File: src/hdl/mexc_pkg.sv
// Package for the modular exponentiation check block: sizes, register codes,
// reset values and the sequencer state type.
// No dependencies.
package mexc_pkg;

  localparam int WORD_BITS_DEF = 32;   // datapath width of the arithmetic
  localparam int FIELD_BITS    = 32;   // width of every word field on the ports
  localparam int CFG_IDX_BITS  = 2;

  typedef logic [CFG_IDX_BITS-1:0] cfg_idx_t;

  localparam cfg_idx_t REG_EXPONENT = 2'd0;
  localparam cfg_idx_t REG_MODULUS  = 2'd1;

  localparam logic [FIELD_BITS-1:0] EXPONENT_RESET = 32'h0001_0001;
  localparam logic [FIELD_BITS-1:0] MODULUS_RESET  = 32'hc0c9_eb8d;

  typedef enum logic [2:0] {
    ST_IDLE,
    ST_REDUCE,
    ST_STEP,
    ST_MUL,
    ST_SQR,
    ST_DONE
  } state_t;

endpackage

File: src/hdl/mexc_mulmod.sv
// Bit-serial modular multiplier: (a * b) mod m, one bit of b per cycle, MSB first.
// Operand a must already be below m. Uses no package items.
module mexc_mulmod #(
  parameter int WORD_BITS = 32
) (
  input  logic                 clk,
  input  logic                 rst_n,
  input  logic                 start,
  input  logic [WORD_BITS-1:0] op_a,
  input  logic [WORD_BITS-1:0] op_b,
  input  logic [WORD_BITS-1:0] op_m,
  output logic                 done,
  output logic [WORD_BITS-1:0] res
);

  localparam int CNT_BITS = $clog2(WORD_BITS);
  localparam logic [CNT_BITS-1:0] CNT_LAST = CNT_BITS'(WORD_BITS - 1);

  logic [WORD_BITS-1:0] a_r, b_r, m_r, r_r;
  logic [CNT_BITS-1:0]  cnt_r;
  logic                 busy_r, done_r;

  // one double-and-add step: s = 2r + bit*a < 3m, take s - k*m for the k that lands in [0, m)
  logic [WORD_BITS+1:0] sum;
  logic [WORD_BITS+2:0] diff1, diff2;
  logic [WORD_BITS-1:0] r_nxt;

  always_comb begin
    sum   = {1'b0, r_r, 1'b0} + (b_r[WORD_BITS-1] ? {2'b00, a_r} : '0);
    diff1 = {1'b0, sum} - {3'b000, m_r};
    diff2 = {1'b0, sum} - {2'b00, m_r, 1'b0};
    if (!diff2[WORD_BITS+2]) begin
      r_nxt = diff2[WORD_BITS-1:0];
    end else if (!diff1[WORD_BITS+2]) begin
      r_nxt = diff1[WORD_BITS-1:0];
    end else begin
      r_nxt = sum[WORD_BITS-1:0];
    end
  end

  always_ff @(posedge clk) begin
    if (!rst_n) begin
      busy_r <= 1'b0;
      done_r <= 1'b0;
      cnt_r  <= '0;
    end else if (start) begin
      busy_r <= 1'b1;
      done_r <= 1'b0;
      cnt_r  <= CNT_LAST;
    end else if (busy_r) begin
      if (cnt_r == '0) begin
        busy_r <= 1'b0;
        done_r <= 1'b1;
      end else begin
        cnt_r <= cnt_r - 1'b1;
      end
    end else begin
      done_r <= 1'b0;
    end
  end

  always_ff @(posedge clk) begin
    if (start) begin
      a_r <= op_a;
      b_r <= op_b;
      m_r <= op_m;
      r_r <= '0;
    end else if (busy_r) begin
      r_r <= r_nxt;
      b_r <= {b_r[WORD_BITS-2:0], 1'b0};
    end
  end

  assign done = done_r;
  assign res  = r_r;

  a_partial_reduced: assert property (@(posedge clk) disable iff (!rst_n)
    busy_r |-> (r_r < m_r))
    else $error("partial product not below modulus");

  a_start_busy: assert property (@(posedge clk) disable iff (!rst_n)
    start |=> busy_r && !done_r)
    else $error("start did not begin a multiplication");

  a_done_idle: assert property (@(posedge clk) disable iff (!rst_n)
    done_r |-> !busy_r)
    else $error("done raised while still busy");

endmodule

File: src/hdl/modular_exponentiation_check.sv
// Top level of the modular exponentiation check: register file, sequencer,
// output register. Depends on mexc_pkg and mexc_mulmod.
//
// Use:
//   Configuration words on cfg_* set the exponent (index 0) and the modulus
//   (index 1); a zero written to the modulus is dropped, other indexes are
//   ignored. cfg_ready is always high. Write only while the block is idle.
//   Each input word on in_* carries a base and an expected value; the block
//   returns one output word: base^exponent mod modulus, and a match flag.
//   An exponent of zero gives 1, even with a modulus of one.
// Operation:
//   One item at a time: in_tready is high only in the idle state. The base is
//   first reduced, then each exponent bit up to the top set one costs one
//   dispatch step, a multiply for a set bit and then a square, all in the one
//   shared bit-serial multiplier. The sequencer returns to the idle state
//   before the next word is taken.
// Reset: rst_n is synchronous, active low; registers take their reset values,
//   the sequencer goes idle and any pending output word is dropped.
// Stall: a result waits in the output register; a new input is taken
//   meanwhile, and the sequencer holds at the end until the register frees.
module modular_exponentiation_check #(
  parameter int WORD_BITS = mexc_pkg::WORD_BITS_DEF
) (
  input  logic                          clk,
  input  logic                          rst_n,
  // configuration write channel
  input  logic                          cfg_valid,
  output logic                          cfg_ready,
  input  mexc_pkg::cfg_idx_t            cfg_index,
  input  logic [mexc_pkg::FIELD_BITS-1:0] cfg_data,
  // input stream
  input  logic                          in_tvalid,
  output logic                          in_tready,
  input  logic [2*mexc_pkg::FIELD_BITS-1:0] in_tdata,  // [31:0] base, [63:32] expected
  // result stream
  output logic                          out_tvalid,
  input  logic                          out_tready,
  output logic [mexc_pkg::FIELD_BITS-1:0] out_tdata,   // [31:0] result
  output logic                          out_tuser    // [0] matches_res
);

  localparam int FB = mexc_pkg::FIELD_BITS;
  localparam logic [WORD_BITS-1:0] ONE = {{(WORD_BITS-1){1'b0}}, 1'b1};

  // port-width words fitted to the datapath width (zero extend or keep the low bits)
  logic [WORD_BITS+FB-1:0] cfg_wide, base_wide, exp_wide, erst_wide, mrst_wide;
  logic [WORD_BITS-1:0]    cfg_word, in_base, in_expected, exp_reset, mod_reset;

  assign cfg_wide    = {{WORD_BITS{1'b0}}, cfg_data};
  assign base_wide   = {{WORD_BITS{1'b0}}, in_tdata[FB-1:0]};
  assign exp_wide    = {{WORD_BITS{1'b0}}, in_tdata[2*FB-1:FB]};
  assign erst_wide   = {{WORD_BITS{1'b0}}, mexc_pkg::EXPONENT_RESET};
  assign mrst_wide   = {{WORD_BITS{1'b0}}, mexc_pkg::MODULUS_RESET};
  assign cfg_word    = cfg_wide[WORD_BITS-1:0];
  assign in_base     = base_wide[WORD_BITS-1:0];
  assign in_expected = exp_wide[WORD_BITS-1:0];
  assign exp_reset   = erst_wide[WORD_BITS-1:0];
  assign mod_reset   = mrst_wide[WORD_BITS-1:0];

  // ---------------- configuration registers ----------------
  logic [WORD_BITS-1:0] exponent_r, modulus_r;

  assign cfg_ready = 1'b1;

  always_ff @(posedge clk) begin
    if (!rst_n) begin
      exponent_r <= exp_reset;
      modulus_r  <= mod_reset;
    end else if (cfg_valid && cfg_ready) begin
      unique case (cfg_index)
        mexc_pkg::REG_EXPONENT: exponent_r <= cfg_word;
        mexc_pkg::REG_MODULUS: begin
          if (cfg_word != '0) modulus_r <= cfg_word;   // zero modulus refused
        end
        default: ;
      endcase
    end
  end

  // ---------------- sequencer ----------------
  mexc_pkg::state_t state_r, state_nxt;

  logic                 mm_start, mm_done;
  logic [WORD_BITS-1:0] mm_a, mm_b, mm_m, mm_res;

  // working registers of one item
  logic [WORD_BITS-1:0] e_r, e_nxt;       // exponent bits still to use
  logic [WORD_BITS-1:0] m_r, m_nxt;       // modulus latched at accept
  logic [WORD_BITS-1:0] b_r, b_nxt;       // current base power, reduced
  logic [WORD_BITS-1:0] acc_r, acc_nxt;   // running result
  logic [WORD_BITS-1:0] expd_r, expd_nxt; // expected value

  logic out_free;
  assign out_free = !out_tvalid || out_tready;

  // next state
  always_comb begin
    state_nxt = state_r;
    unique case (state_r)
      mexc_pkg::ST_IDLE:   if (in_tvalid) state_nxt = mexc_pkg::ST_REDUCE;
      mexc_pkg::ST_REDUCE: if (mm_done) state_nxt = mexc_pkg::ST_STEP;
      mexc_pkg::ST_STEP: begin
        if (e_r == '0)    state_nxt = mexc_pkg::ST_DONE;
        else if (e_r[0])  state_nxt = mexc_pkg::ST_MUL;
        else              state_nxt = mexc_pkg::ST_SQR;
      end
      mexc_pkg::ST_MUL:    if (mm_done) state_nxt = mexc_pkg::ST_SQR;
      mexc_pkg::ST_SQR:    if (mm_done) state_nxt = mexc_pkg::ST_STEP;
      mexc_pkg::ST_DONE:   if (out_free) state_nxt = mexc_pkg::ST_IDLE;
      default:             state_nxt = mexc_pkg::ST_IDLE;
    endcase
  end

  // sequencer outputs: handshake and multiplier operands
  always_comb begin
    in_tready = 1'b0;
    mm_start  = 1'b0;
    mm_a      = b_r;
    mm_b      = b_r;
    mm_m      = m_r;
    unique case (state_r)
      mexc_pkg::ST_IDLE: begin
        // reduce the base: 1 (or 0 for a modulus of one) times base
        in_tready = 1'b1;
        mm_start  = in_tvalid;
        mm_a      = (modulus_r == ONE) ? '0 : ONE;
        mm_b      = in_base;
        mm_m      = modulus_r;
      end
      mexc_pkg::ST_STEP: begin
        mm_start = (e_r != '0);
        mm_a     = e_r[0] ? acc_r : b_r;
      end
      mexc_pkg::ST_MUL:    mm_start = mm_done;   // square follows straight on
      mexc_pkg::ST_REDUCE,
      mexc_pkg::ST_SQR,
      mexc_pkg::ST_DONE:   ;
      default:             ;
    endcase
  end

  // working register updates
  always_comb begin
    e_nxt    = e_r;
    m_nxt    = m_r;
    b_nxt    = b_r;
    acc_nxt  = acc_r;
    expd_nxt = expd_r;
    case (state_r)
      mexc_pkg::ST_IDLE: begin
        if (in_tvalid) begin
          e_nxt    = exponent_r;
          m_nxt    = modulus_r;
          expd_nxt = in_expected;
          // zero exponent keeps 1 unreduced; otherwise 1 mod m
          acc_nxt  = (exponent_r != '0 && modulus_r == ONE) ? '0 : ONE;
        end
      end
      mexc_pkg::ST_REDUCE: if (mm_done) b_nxt = mm_res;
      mexc_pkg::ST_MUL:    if (mm_done) acc_nxt = mm_res;
      mexc_pkg::ST_SQR: begin
        if (mm_done) begin
          b_nxt = mm_res;
          e_nxt = e_r >> 1;
        end
      end
      default: ;
    endcase
  end

  always_ff @(posedge clk) begin
    if (!rst_n) begin
      state_r <= mexc_pkg::ST_IDLE;
    end else begin
      state_r <= state_nxt;
    end
  end

  always_ff @(posedge clk) begin
    e_r    <= e_nxt;
    m_r    <= m_nxt;
    b_r    <= b_nxt;
    acc_r  <= acc_nxt;
    expd_r <= expd_nxt;
  end

  mexc_mulmod #(
    .WORD_BITS (WORD_BITS)
  ) u_mulmod (
    .clk   (clk),
    .rst_n (rst_n),
    .start (mm_start),
    .op_a  (mm_a),
    .op_b  (mm_b),
    .op_m  (mm_m),
    .done  (mm_done),
    .res   (mm_res)
  );

  // ---------------- output register ----------------
  logic                 out_valid_r, out_valid_nxt;
  logic [FB-1:0]        out_data_r, out_data_nxt;
  logic                 out_match_r, out_match_nxt;
  logic [WORD_BITS+FB-1:0] acc_wide;
  logic                 load_out;

  assign acc_wide = {{FB{1'b0}}, acc_r};
  assign load_out = (state_r == mexc_pkg::ST_DONE) && out_free;

  always_comb begin
    out_valid_nxt = out_valid_r && !out_tready;
    out_data_nxt  = out_data_r;
    out_match_nxt = out_match_r;
    if (load_out) begin
      out_valid_nxt = 1'b1;
      out_data_nxt  = acc_wide[FB-1:0];
      out_match_nxt = (acc_r == expd_r);
    end
  end

  always_ff @(posedge clk) begin
    if (!rst_n) begin
      out_valid_r <= 1'b0;
    end else begin
      out_valid_r <= out_valid_nxt;
    end
  end

  always_ff @(posedge clk) begin
    out_data_r  <= out_data_nxt;
    out_match_r <= out_match_nxt;
  end

  assign out_tvalid = out_valid_r;
  assign out_tdata  = out_data_r;
  assign out_tuser  = out_match_r;

  // ---------------- checks ----------------
  a_done_in_use: assert property (@(posedge clk) disable iff (!rst_n)
    mm_done |-> (state_r == mexc_pkg::ST_REDUCE || state_r == mexc_pkg::ST_MUL ||
                 state_r == mexc_pkg::ST_SQR))
    else $error("multiplier result arrived with no consumer");

  a_accept_starts: assert property (@(posedge clk) disable iff (!rst_n)
    in_tvalid && in_tready |=> state_r == mexc_pkg::ST_REDUCE)
    else $error("accepted word did not start base reduction");

  a_acc_reduced: assert property (@(posedge clk) disable iff (!rst_n)
    state_r == mexc_pkg::ST_SQR |-> acc_r < m_r)
    else $error("running result not below modulus");

  a_base_reduced: assert property (@(posedge clk) disable iff (!rst_n)
    state_r == mexc_pkg::ST_STEP |-> b_r < m_r)
    else $error("base power not below modulus");

  a_result_shown: assert property (@(posedge clk) disable iff (!rst_n)
    load_out |=> out_tvalid && state_r == mexc_pkg::ST_IDLE)
    else $error("finished result not presented");

endmodule
File: config.mk
export PLATFORM = sky130hd
export DESIGN_NAME = modular_exponentiation_check
export DESIGN_NICKNAME = d
export VERILOG_FILES = /design/src/hdl/mexc_pkg.sv /design/src/hdl/mexc_mulmod.sv /design/src/hdl/modular_exponentiation_check.sv
export SDC_FILE = /design/constraint.sdc
export NUM_CORES = 1
export LEC_CHECK = 0
export BUFFER_PORTS_ARGS = -buffer_cell sky130_fd_sc_hd__buf_2
export CAP_MARGIN = 20
export CORE_MARGIN = 3
export CORE_UTILIZATION = 51
export CTS_CLUSTER_SIZE = 10
export DETAILED_ROUTE_END_ITERATION = 12
export PLACE_DENSITY = 0.76
export SETUP_SLACK_MARGIN = 0.1
export SYNTH_ARGS = -nofsm -noshare
export SYNTH_HDL_FRONTEND = slang
export SYNTH_SLANG_ARGS = --single-unit
export TNS_END_PERCENT = 10
File: constraint.sdc
create_clock -name clk -period 12.9 [get_ports clk]
set_clock_uncertainty 0.15 [all_clocks]
set_input_delay 1.29 -clock clk [delete_from_list [all_inputs] [get_ports clk]]
set_output_delay 1.29 -clock clk [all_outputs]
set_load 0.03 [all_outputs]
==> impl_metrics.py, run 1 <==
metrics = {
    "setup_path": {
        "cp-start-kind": "flop",
        "rrSetupSlack_ps": 6100,
        "worstRegToRegCells": 23,
        "endpoint_kind": "flop",
        "r2r-end": "u_mulmod.res[24]",
        "cp_data_arrival_time_ps": 7080,
        "setup.worst_path.class": "reg -> reg",
        "required_ps": 13170,
        "r2r-start": "u_mulmod.b_r[31]",
        "crit_path_max_fanout": 32,
    },
    "clock_network": {
        "clk_latency_ps": 570,
        "cts_resized": 0,
        "htree_levels": 2,
        "clock_path_buffers": 3,
        "ctsHoldBuffers": 0,
        "tritoncts": "done",
        "cts_buffers": 47,
        "clkSlewWorstSetupHoldPaths_ps": 60,
        "clock_sinks": 396,
        "root_buffer": "clkbuf_16",
        "post-cts-setup-buffers": 0,
    },
    "sta": {
        "finalHoldViolCount": 0,
        "slew_viol_final": 0,
        "finalCritPeriodShare_pct": 52.7,
        "tightest_slew_ps": 904,
        "slew_headroom_pct": 39.7,
        "finalCriticalPeriod_ps": 6800,
        "setup_viol": 0,
        "max_freq_mhz": 147,
        "hold_slack_ps": 325,
        "rsz0062_at_grt": "false",
        "tns_ps": 0,
    },
    "power_and_ir_drop": {
        "power_leakage_nw": 9.77,
        "switching_share_pct": 40.2,
        "combPwrFrac_pct": 48.1,
        "power.total_mw": 5.75,
        "p_seq_share_pct": 31.1,
        "p_clk_share_pct": 20.9,
        "powerDensity_mw_per_mm2": 239,
        "max-vdd-ir-drop_v": 0.000110,
        "p_switching_mw": 2.31,
        "internal-power_mw": 3.44,
    },
    "grt": {
        "grt_max_degree": 151,
        "grtUsageTotal_pct": 23.6,
        "grtUsageMet1_pct": 32.3,
        "use_met3_pct": 4.06,
        "grt_pass1_wl_mm": 84.6,
        "busiest_layer": "met2",
        "antenna_found_initial": 2,
        "use_met2_pct": 38.0,
        "first_global_vias": 15800,
        "globalRoute.totalOverflow": 0,
    },
    "synthesis": {
        "synth_cells": 2032,
        "ys_ff_latch": 396,
        "synth_top_area_share_pct": 40.3,
        "synth_area_leaders": "edfxtp_1, dfxtp_1, ha_1",
        "yosysWarnings": 0,
        "ys_types": 83,
        "synthesis.area_mm2": 0.0215,
        "synth-seq-area-share_pct": 50.3,
        "synth_flop_cell": "edfxtp_1",
        "avgSynthCellArea_um2": 10.6,
        "synth_async_sr_flop_share_pct": 0,
        "synth_enable_flop_cells": 289,
        "yosysTopAreaCell": "edfxtp_1",
        "synth_nets": 2234,
    },
    "cells_and_area": {
        "fill_cells": 3378,
        "layout-drive-gt1-share_pct": 14.6,
        "nNetsFinal": 2344,
        "syn_to_final_growth_pct": 11.9,
        "diodes": 0,
    },
    "floorplanning": {
        "die_w_um": 211,
        "die-height_um": 211,
        "die_area_mm2": 0.0447,
        "start_util_pct": 52.1,
        "core_mm2": 0.0413,
        "rows": 74,
        "ios": 139,
    },
    "drt": {
        "dr.pass1.iters": 6,
        "antenna_left": 0,
        "vias": 16000,
        "drt_iter0_drc": 1471,
        "route.detailed.drc": 0,
        "totalWireLength_mm": 53.7,
        "post_drt_wl_per_cell_um": 19.9,
        "post_drt_via_cell_ratio": 5.93,
    },
    "hold_path": {
        "whs_path_depth": 2,
        "hold_path_end": "exponent_r[30]",
        "hold_class": "reg -> reg",
        "min_from": "exponent_r[30]",
    },
    "run_status": {
        "status": "complete, no violations",
    },
    "placed_design": {
        "portBuffers": 137,
        "place_hpwl_mm": 38.8,
        "globalplace.congestion": 0.971,
    },
    "job": {
        "cap_viol_max_count": 0,
    },
}
-- cell usage after synthesis, types with 61 or more instances --
cell type,count
mux2i_1,83
clkbuf_1,65
edfxtp_1,289
mux2_2,65
a21oi_1,122
xor2_1,61
dfxtp_1,107
ha_1,96
inv_1,97
and2_1,67
nand2_1,180
o21ai_0,126
nor2_1,112
-- flip-flops by register name (all words and copies together) (netlist names) --
| signal | cells |
|---|---|
| b_r | 32 |
| exponent_r | 32 |
| u_mulmod.b_r | 32 |
| out_tuser | 1 |
| expd_r | 32 |
| out_tvalid | 1 |
| u_mulmod.busy_r | 1 |
| u_mulmod.res | 32 |
| u_mulmod.cnt_r | 5 |
| u_mulmod.done | 1 |
| e_r | 32 |
| m_r | 32 |
| state_r | 3 |
| modulus_r | 32 |
| out_tdata | 32 |
| u_mulmod.m_r | 32 |
| acc_r | 32 |
| u_mulmod.a_r | 32 |
-- critical path, cell delays in order (launching register included) --
cell and delay, ps:
edfxtp_1 820, and2_1 240, ha_1 190, inv_1 60, fa_1 390, nand2b_1 170
a21oi_1 250, o21ai_0 200, o221a_2 350, a21oi_1 220, a21o_1 150, a21oi_1 70
xnor2_1 380, ha_1 380, and3_1 210, nand3_1 100, nor2_1 80, a2111oi_2 460
a311oi_2 270, a211oi_4 820, nor2_1 120, a311o_1 360, a21oi_1 120, nor3_1 60
-- how the worst max path moves through the flow --
stage / cells past startpoint / to / startpoint
finish: 23 / u_mulmod.res[24] / u_mulmod.b_r[31]
global route: 23 / u_mulmod.res[24] / u_mulmod.b_r[31]
CTS: 22 / u_mulmod.res[0] / u_mulmod.b_r[31]
detailed placement: 23 / u_mulmod.res[24] / u_mulmod.b_r[31]
global placement: 23 / u_mulmod.res[24] / u_mulmod.b_r[31]
floorplan: 5 / u_mulmod.a_r[0] / in_tvalid
-- logic make-up after synthesis --
group / count (synthesis) / share of synthesized area [%]
DFF: 396 / 50.3
adders and majority gates: 99 / 5.86
other: 1 / 0.0174
buffers and inverters: 197 / 3.66
AOI/OAI and AO/OA: 494 / 15.0
muxes: 148 / 7.26
xor gates and xnor gates: 110 / 4.47
and+or+nand+nor: 587 / 13.4
-- per-layer routing --
metal,vias up,part of all wire (%)
li1,7693,-
met1,7614,45
met2,589,45
met3,105,6.4
met4,4,3.5
met5,-,0.047
-- cells in the final DEF, fill, tap and decap left out, drive strengths merged, types with 12 or more instances in the layout --
cell and n:
inv 99, o211ai 16, nand2b 12, nor4 42, nand3 58, a21oi 122, nand4 20, edfxtp 289
nor2b 25, nor3 18, mux2 65, xnor2 49, a21boi 35, a21o 41, ha 96, clkbuf 72
and2 68, o21ai 127, o21a 23, mux2i 83, xor2 61, dfxtp 107, nand2 180, a211oi 27
nor2 112, buf 159
-- power groups by stage --
| stage | Clock (mW) | Sequential, mW | Combinational [mW] |
|---|---|---|---|
| after global placement | 0 | 1.80 | 2.66 |
| after CTS | 1.22 | 1.79 | 2.73 |
| after global routing | 1.27 | 1.81 | 3.04 |
| final | 1.20 | 1.79 | 2.77 |
| after floorplan | 0 | 1.75 | 2.11 |
| after detailed placement | 0 | 1.81 | 2.71 |
-- layout make-up --
class                   count  area [µm²]  area share (%)
clock inverters             4        52.6           0.218
repair buffers            159         891            3.70
clock buffers              72        1300            5.40
flip-flops and latches    396       10800            44.9
inverters                  99         374            1.55
multi-input cells        1439        9990            41.5
well taps                 532         666            2.76
-- metrics by stage --
stage	instances	setup WS, ps	area, µm²	utilization, %
floorplan	2032	6800	21500	-
global placement	2622	6430	22700	54.9
detailed placement	2623	6190	22700	55.0
CTS	2699	6130	24100	58.3
global route	2701	5520	24100	58.3
finish	2701	6100	24100	58.3
Note: power is estimated with default switching activity, not from simulation.
==> run 2: changes to the inputs <==
==> constraint.sdc (replaced) <==
create_clock -name clk -period 6.4 [get_ports clk]
set_clock_uncertainty 0.15 [all_clocks]
set_input_delay 0.64 -clock clk [delete_from_list [all_inputs] [get_ports clk]]
set_output_delay 0.64 -clock clk [all_outputs]
set_load 0.03 [all_outputs]
==> run 2 against run 1 <==
Effect of this change: utilization increased by 0.48 points; worst hold slack worse by 240 ps; first-iteration DRC count is 20% lower; worst setup slack worse by 5600 ps; cell area up 0.83%; sequential share of layout area shrank 0.37 points; sequential cell count unchanged; wire length is 3.9% higher; combinational power is 110% higher; largest cell class unchanged.
==> impl_metrics.py, run 2 (synthesis gave the netlist of run 1 again) <==
metrics = {
    "sta": {
        "tightest_slew_ps": 1020,
        "slew_viol_final": 0,
        "setup_viol": 0,
        "max_freq_mhz": 168,
        "hold_slack_ps": 81.7,
        "slew_headroom_pct": 31.7,
        "tns_ps": 0,
        "finalCriticalPeriod_ps": 5940,
        "finalCritPeriodShare_pct": 92.8,
        "rsz0062_at_grt": "false",
        "finalHoldViolCount": 0,
    },
    "setup_path": {
        "r2r-end": "u_mulmod.res[0]",
        "cpMaxStageDelayCell": "edfxtp_1",
        "cp-start-kind": "flop",
        "slowest_delay_ps": 460,
        "crit_path_max_fanout": 8,
        "required_ps": 6750,
        "rrSetupSlack_ps": 460,
        "crit_chain": "and2_1 > ha_1 > inv_1 > fa_1 > nand2b_1 > a21oi_1 > o21ai_0 > o221a_2 > a211o_1 > nand2_1 > a31oi_1 > xnor2_2 > ha_1 > a21o_1 > a21o_1 > a21o_1 > a211oi_1 > o21bai_1 > a211o_1 > nor2_1 > mux2_2 > a211oi_2",
        "setup.worst_path.class": "reg -> reg",
        "r2r-start": "u_mulmod.b_r[31]",
        "worstRegToRegCells": 22,
        "endpoint_kind": "flop",
        "cp_data_arrival_time_ps": 6290,
        "crit_top_cell": "a21o_1",
    },
    "clock_network": {
        "root_buffer": "clkbuf_16",
        "clock_sinks": 396,
        "clkSlewWorstSetupHoldPaths_ps": 60,
        "clock_path_buffers": 3,
        "htree_levels": 2,
        "clk_latency_ps": 580,
        "tritoncts": "done",
        "cts_buffers": 47,
    },
    "cells_and_area": {
        "nNetsFinal": 2353,
        "instances_no_fill": 2721,
        "syn_to_final_growth_pct": 12.8,
        "fin_area_mm2": 0.0243,
        "fill_cells": 3393,
        "final_cell_mix": "edfxtp_1, nand2_1, buf_2, o21ai_0, a21oi_1",
        "layout-drive-gt1-share_pct": 15.1,
        "final_common_cell": "edfxtp_1",
        "diodes": 0,
    },
    "power_and_ir_drop": {
        "powerDensity_mw_per_mm2": 486,
        "max-vdd-ir-drop_v": 0.000264,
        "power_leakage_nw": 9.87,
    },
    "drt": {
        "drt_iter0_drc": 1181,
        "route.detailed.drc": 0,
        "dr.pass1.iters": 6,
        "totalWireLength_mm": 55.8,
        "vias": 16000,
        "post_drt_wl_per_cell_um": 20.5,
        "post_drt_via_cell_ratio": 5.90,
        "antenna_left": 0,
    },
    "placed_design": {
        "place_area_mm2": 0.0228,
        "globalplace.congestion": 0.886,
        "numPlacedInstances": 2629,
        "portBuffers": 137,
        "place_hpwl_mm": 40.3,
    },
    "floorplanning": {
        "ios": 139,
        "die_w_um": 211,
        "core_mm2": 0.0413,
        "start_util_pct": 52.1,
        "die-height_um": 211,
        "rows": 74,
        "die_area_mm2": 0.0447,
    },
    "hold_path": {
        "whs_path_depth": 1,
        "min_from": "in_tdata[53]",
        "hold_class": "in -> reg",
        "hold_path_end": "expd_r[21]",
    },
    "grt": {
        "antenna_found_initial": 1,
        "globalRoute.totalOverflow": 0,
        "grt_pass1_wl_mm": 86.5,
        "first_global_vias": 15700,
        "grt_max_degree": 151,
        "grtUsageTotal_pct": 24.4,
    },
    "job": {
        "cap_viol_max_count": 0,
    },
    "run_status": {
        "status": "complete, no violations",
    },
}
run 2: where the power goes:
group | internal [mW] | leakage [nW] | total (mW) | switching (mW)
combinational | 2.25 | 5.62 | 5.73 | 3.48
clock | 1.45 | 0.673 | 2.50 | 1.05
sequential | 3.32 | 3.57 | 3.59 | 0.266
run 2: worst max-delay path by stage:
stage / end / slack (ps) / startpoint
final: u_mulmod.res[0] / 460 / u_mulmod.b_r[31]
after global routing: u_mulmod.res[0] / 130 / u_mulmod.b_r[31]
after CTS: u_mulmod.res[0] / 270 / u_mulmod.b_r[31]
after detailed placement: u_mulmod.res[0] / 310 / u_mulmod.b_r[31]
after global placement: u_mulmod.res[0] / 410 / u_mulmod.b_r[31]
after floorplan: u_mulmod.a_r[0] / 620 / state_r[2]
run 2: routing by layer:
metal / wire [µm] / GRT usage, %
met3: 3160 / 3.73
met4: 2060 / 9.26
met1: 24900 / 33.2
met2: 25700 / 39.9
met5: 13 / 0
run 2: final cells by class:
type                            instances  area [µm²]  share of cell area [%]
Clock buffer                           83        1380                    5.66
Clock inverter                          4        38.8                   0.160
Inverter                               99         374                    1.54
Multi-Input combinational cell       1439       10000                    41.2
Sequential cell                       396       10800                    44.5
Tap cell                              532         666                    2.74
Timing Repair Buffer                  168        1000                    4.13
run 2: stage by stage:
stage / utilization (%) / total power [mW] / worst slack (ps)
floorplan: - / 7.78 / 616
global placement: 55.1 / 9.13 / 407
detailed placement: 55.2 / 9.22 / 310
CTS: 58.6 / 11.7 / 275
global route: 58.8 / 12.5 / 131
finish: 58.8 / 11.8 / 461
run 2: critical path, delay by kind of cell, from the launching register on:
family	cells	cell delay [ps]
simple gates	4	720
buf+inv	1	70
flops	1	460
mux	1	380
xor+xnor	1	330
compound gates	12	2750
fa+ha+maj	3	980
run 2: what timing repair did:
item | 4_1_cts | 5_1_grt
buffers inserted | 0 | 3
hold buffers | 0 | 0
endpoints found under the setup margin | 0 | 30
resized for setup | 0 | 4
